File: src/hdl/fla_pkg.sv
`default_nettype none

package fla_pkg;

  // Table size used when the top level is not overridden
  localparam int unsigned SlotsDefault = 1024;

  // Field widths fixed by the channel layout
  localparam int unsigned FuncW    = 2;
  localparam int unsigned SlotIdxW = 10;
  localparam int unsigned StatusW  = 2;
  localparam int unsigned LiveW    = 11;

  // Request codes
  localparam logic [FuncW-1:0] FuncAlloc = 2'd0;
  localparam logic [FuncW-1:0] FuncFree  = 2'd1;
  localparam logic [FuncW-1:0] FuncFind  = 2'd2;

  // Result status codes
  localparam logic [StatusW-1:0] StOk   = 2'd0;
  localparam logic [StatusW-1:0] StNone = 2'd1;
  localparam logic [StatusW-1:0] StBad  = 2'd2;

  // Controller to datapath commands
  typedef struct packed {
    logic load;       // take the request word, issue the first memory reads
    logic commit;     // finish an allocate, free or bad request
    logic scan_step;  // move the find scan on by one slot
    logic scan_hit;   // finish a find with the current slot
    logic scan_miss;  // finish a find with nothing found
  } fla_cmd_t;

  // Datapath to controller status
  typedef struct packed {
    logic is_find;    // held request is a find
    logic scan_used;  // slot under the scan is in use
    logic scan_last;  // slot under the scan is the last one below the bump pointer
    logic out_free;   // result register can take a word this cycle
  } fla_sts_t;

endpackage

`default_nettype wire

File: src/hdl/fla_ctrl.sv
`default_nettype none

module fla_ctrl import fla_pkg::*; (
  input  logic     clk_i,
  input  logic     rst_ni,
  input  logic     req_valid_i,
  output logic     req_ready_o,
  input  fla_sts_t sts_i,
  output fla_cmd_t cmd_o
);

  typedef enum logic [1:0] {
    StateIdle = 2'b01,
    StateBusy = 2'b10
  } state_e;

  state_e state_q, state_d;

  // Sequence one request: accept, then finish or scan
  always_comb begin
    state_d     = state_q;
    cmd_o       = '0;
    req_ready_o = 1'b0;
    unique case (state_q)
      StateIdle: begin
        req_ready_o = 1'b1;
        if (req_valid_i) begin
          cmd_o.load = 1'b1;
          state_d    = StateBusy;
        end
      end
      StateBusy: begin
        priority if (!sts_i.is_find) begin
          if (sts_i.out_free) begin
            cmd_o.commit = 1'b1;
            state_d      = StateIdle;
          end
        end else if (sts_i.scan_used) begin
          if (sts_i.out_free) begin
            cmd_o.scan_hit = 1'b1;
            state_d        = StateIdle;
          end
        end else if (sts_i.scan_last) begin
          if (sts_i.out_free) begin
            cmd_o.scan_miss = 1'b1;
            state_d         = StateIdle;
          end
        end else begin
          cmd_o.scan_step = 1'b1;
        end
      end
      default: state_d = StateIdle;
    endcase
  end

  always_ff @(posedge clk_i or negedge rst_ni) begin
    if (!rst_ni) begin
      state_q <= StateIdle;
    end else begin
      state_q <= state_d;
    end
  end

endmodule

`default_nettype wire

File: config.mk
export PLATFORM = sky130hd
export DESIGN_NAME = fla_ctrl
export DESIGN_NICKNAME = d
export VERILOG_FILES = /design/src/hdl/fla_pkg.sv /design/src/hdl/fla_ctrl.sv
export SDC_FILE = /design/constraint.sdc
export NUM_CORES = 1
export LEC_CHECK = 0
export ABC_AREA = 1
export BUFFER_PORTS_ARGS = -buffer_cell sky130_fd_sc_hd__buf_2
export CORE_AREA = 2 2 39 41
export DETAILED_ROUTE_END_ITERATION = 7
export DIE_AREA = 0 0 41 43
export HOLD_SLACK_MARGIN = 0.05
export PLACE_DENSITY = 0.3
export SLEW_MARGIN = 0
export SYNTH_ARGS = -nofsm -noshare
export SYNTH_HDL_FRONTEND = slang
export SYNTH_SLANG_ARGS = --single-unit
export TNS_END_PERCENT = 20
File: constraint.sdc
create_clock -name clk_i -period 1.6 [get_ports clk_i]
set_input_delay 0.4 -clock clk_i [delete_from_list [all_inputs] [get_ports clk_i]]
set_output_delay 0.4 -clock clk_i [all_outputs]
set_load 0.01 [all_outputs]
After elaboration in Yosys (flattened, before gate mapping)
Cells that the tools add are included.
- reductions and logical operators: 1
- equality and inequality tests: 4
- mux-type cells: 18
- operators by type and width (operator ; count):
    2-to-1 mux 1 bit ; 10
    2-to-1 mux 2 bit ; 5
    2-to-1 mux 4 bit ; 1
    != test 4 bit, second input constant ; 1
    one-hot mux 2 bit (2 select lines) ; 1
    2-to-1 mux 3 bit ; 1
    equality test 2 x 1 -> 1 bit, second input constant ; 1
    equality test 2 bit, second input constant ; 1
    != test 2 bit, second input constant ; 1
    AND reduction 2 bit ; 1
- flip-flop bits (word level): 2
- word-level logic and storage cells: 24

Depth between registers and ports, before layout
- depth in word-level cells: 5
- mapped depth: 5
- gate-level depth less buffers: 5

Worst setup path after synthesis
No wires, ideal clock.
- path type: flip-flop to output port
- start: register state_q[0]
- end: output port cmd_o[4] in the netlist's numbering
- slack: 307 ps
- required time: 1200 ps
- arrival time: 893 ps
- cell stages (with the launch flop): 5
- cell sequence: dfstp_2 inv_1 nor2_2 nand2_1 inv_1
- RTL lines (what ; line ; text):
    start, declared ; fla_ctrl.sv:17 ; state_e state_q, state_d;
    start signal, assigned ; fla_ctrl.sv:58 ; state_q <= StateIdle;
    start signal, assigned ; fla_ctrl.sv:60 ; state_q <= state_d;
    end, declared ; fla_ctrl.sv:9 ; output fla_cmd_t cmd_o

Final worst setup path
- start: register state_q[0]
- end: output port req_ready_o
- cells in the longest elaborated chain, start to end: 2
- ends and longest elaborated chain (what ; line ; text):
    equality test 2 x 1 -> 1 bit ; fla_ctrl.sv:24 ; unique case (state_q)
    2-to-1 mux 1 bit ; fla_ctrl.sv:24 ;
    end, declared ; fla_ctrl.sv:7 ; output logic req_ready_o,
No other way between the ends.

==> summary.txt <==
Cells and area
  • Final Util: ~22%
  • Inserted Diodes: 0
  • Layout cells sized above 1: 62.8%
  • Reg area: 51.3 sq um
  • Multi-input combinational cell area: 82.6 sq um
  • Most flops, register: state_q
  • Total Nets Final: just over 50
  • Top flop regs: state_q: 2 flops
  • Synth-to-Final Area Change: 115%
  • Max reg flops: 2
  • Filler instances: 163

Pwr
  • Max rail drop VDD: 661 uV
  • Leak: 0.183 nW
  • P per Cell Area: 1480 nW/um^2

STA
  • RSZ-0062 raised after global routing: true
  • Clk_skew: 0.00906 ns
  • Least-Margin Pin Slew: approximately 0.24 ns
  • Headroom to the max-slew limit: between 80% and 90%
  • Setup tns final: 0 ns
  • Fin crit period: 1.57 ns
  • Final setup fails: 0
  • Final critical-path share of the clock period: 97.9%
  • Fin. max-slew vios: 0
  • Hold violation count in the final report: 0
  • Fmax: 639 MHz

Yosys
  • Area contributors post-synth: dfstp_2 18%, dfrtp_1 17%, inv_1 16%
  • Most used DFF post-synth: dfstp_2
  • Number of warnings issued by yosys: 0
  • Cells after synthesis: 22
  • Mean Syn Cell Area: between 6 and 7 sq um
  • Yosys top cell area share: 18.3%
  • Unique cell type count in the Yosys netlist: 9
  • Most numerous cell in the Yosys netlist: inv_1
  • Cell area after synthesis: 144 sq um
  • Seq/Total Area, Yosys: 35.7%
  • Number of synthesized register bits: 2
  • Count of flip-flops with a built-in enable after synthesis: 0
  • Yosys top cell by area: dfstp_2
  • Syn nets: 29
  • Synth cell count leaders: 6 x inv_1, 4 x nand2_1, 3 x nand3_1, 3 x nor2_1, 2 x nor2_2
  • Fraction of registers with async set or reset after synthesis: 100%

Worst setup path
  • CP startpoint: state_q[0]
  • Critical path arrival: approximately 1.2 ns
  • Worst setup EP type: output port
  • Worst-path fanout max: 3
  • R2r setup slk: 0.56 ns
  • CP required: 1.20 ns
  • Crit path launch type: register
  • Setup CP Type: register to output port
  • Reg2Reg Launch Point: state_q[0]

Clock network
  • # H-tree levels: 1
  • CTS root buf: clkbuf_4
  • Clock transition at path regs: about 0.04 ns
  • CTS Sinks: 2
  • Clk_lat worst skew: roughly 0.24 ns
  • CTS max path bufs: 2
  • TritonCTS clock tree: done
  • Total CTS buffers: 3

Route
  • Detailed-route DRC error count: 0
  • First drt pass iteration count: 2
  • Vias: ~200
  • Final ANT Viol Nets: 0
  • DRT Wirelength: 508 um
  • Vias per std cell: 3.46
  • WL per Instance: between 8 and 9 um
  • Iteration-0 DRC count of the detailed router: 1

GRT
  • Wire length of the first global-routing pass: 690 um
  • Grt ovf: 0
  • GRT Total Usage: under 10%
  • Vias in the first global route: 180
  • Largest net degree at the start of global routing: 4
  • Initial antenna violation count: 0

Placement
  • RD Place Congestion: roughly 0.53
  • DP HPWL: between 300 and 400 um
  • # port buffers: 12

Die
  • Starting density of the core: 10.4%
  • IO Pins: 13
  • Chip height: approximately 43 um
  • Site row count: 14
  • Die Span X: about 41 um
  • Die ar.: around 1800 sq um
  • Core area: 1380 sq um

Run status
  • Status: complete, no violations

Flow run
  • Max-Cap Viols: 0

Hold path
  • Worst Hold Class: input port to asynchronous set/reset pin
==> area by class of cell <==
class	instances	share of cell area [%]
multi-input combinational	14	26.7
tap	16	6.48
inverter	6	7.29
clock buffer	4	8.50
sequential	2	16.6
timing repair buffer	17	34.4
==> metal layers <==
metal	track usage, %	wire, um
met5	0	0
met4	10.0	24
met3	3.14	68
met2	7.81	201
met1	7.05	214
==> per-stage QoR <==
stage | hold slack, ns | instance area (sq um) | total power, mW | std cells | worst slack, ns
2_1_floorplan | 0.104 | 144 | 0.174 | 22 | 0.307
6_report | 0.477 | 309 | 0.456 | 59 | 0.0340
4_1_cts | 0.408 | 260 | 0.361 | 55 | 0.00998
5_1_grt | 0.487 | 309 | 0.491 | 59 | -0.0173
3_3_place_gp | 0.187 | 224 | 0.226 | 50 | 0.257
3_5_place_dp | 0.187 | 224 | 0.222 | 50 | 0.236
==> worst max-delay path, cell delays in order, from the launching register on <==
cell and delay, ns:
dfstp_2 0.55, inv_2 0.05, nor2_4 0.12, buf_4 0.11, buf_2 0.11
==> where the power goes <==
group	switching (mW)	internal, mW	leakage (nW)	total (mW)
Sequential	0.0169	0.0808	0.0232	0.0978
Combinational	0.108	0.119	0.144	0.227
Clock	0.0381	0.0932	0.0150	0.131
==> worst paths after layout <==
check                              end  cells after the start
max in group asynchronous   state_q[0]                      2
min in group clk_i          state_q[1]                      3
hold reg to reg             state_q[1]                      4
setup reg to reg            state_q[0]                      6
hold / removal              state_q[1]                      2
setup / recovery           req_ready_o                      4
==> cell families after synthesis <==
| logic type | after synthesis | share of synthesized area, % |
|---|---|---|
| and+or+nand+nor | 14 | 48.7 |
| buffers and inverters | 6 | 15.7 |
| DFF | 2 | 35.7 |
==> placed cells by master (no fill, tap or decap), drive strengths merged <==
master       instances
clkbuf               4
nor2                 5
nor4                 1
nand2                4
nor3                 1
dlygate4sd3          1
dfrtp                1
inv                  6
nand3                3
buf                 16
dfstp                1
==> timing repair <==
action	4_1_cts	5_1_grt
hold endpoints to repair	1	0
buffers inserted	0	4
setup endpoints to repair	0	2
resized for setup	0	6
hold buffers	1	0
(Power assumes the default switching activity.)
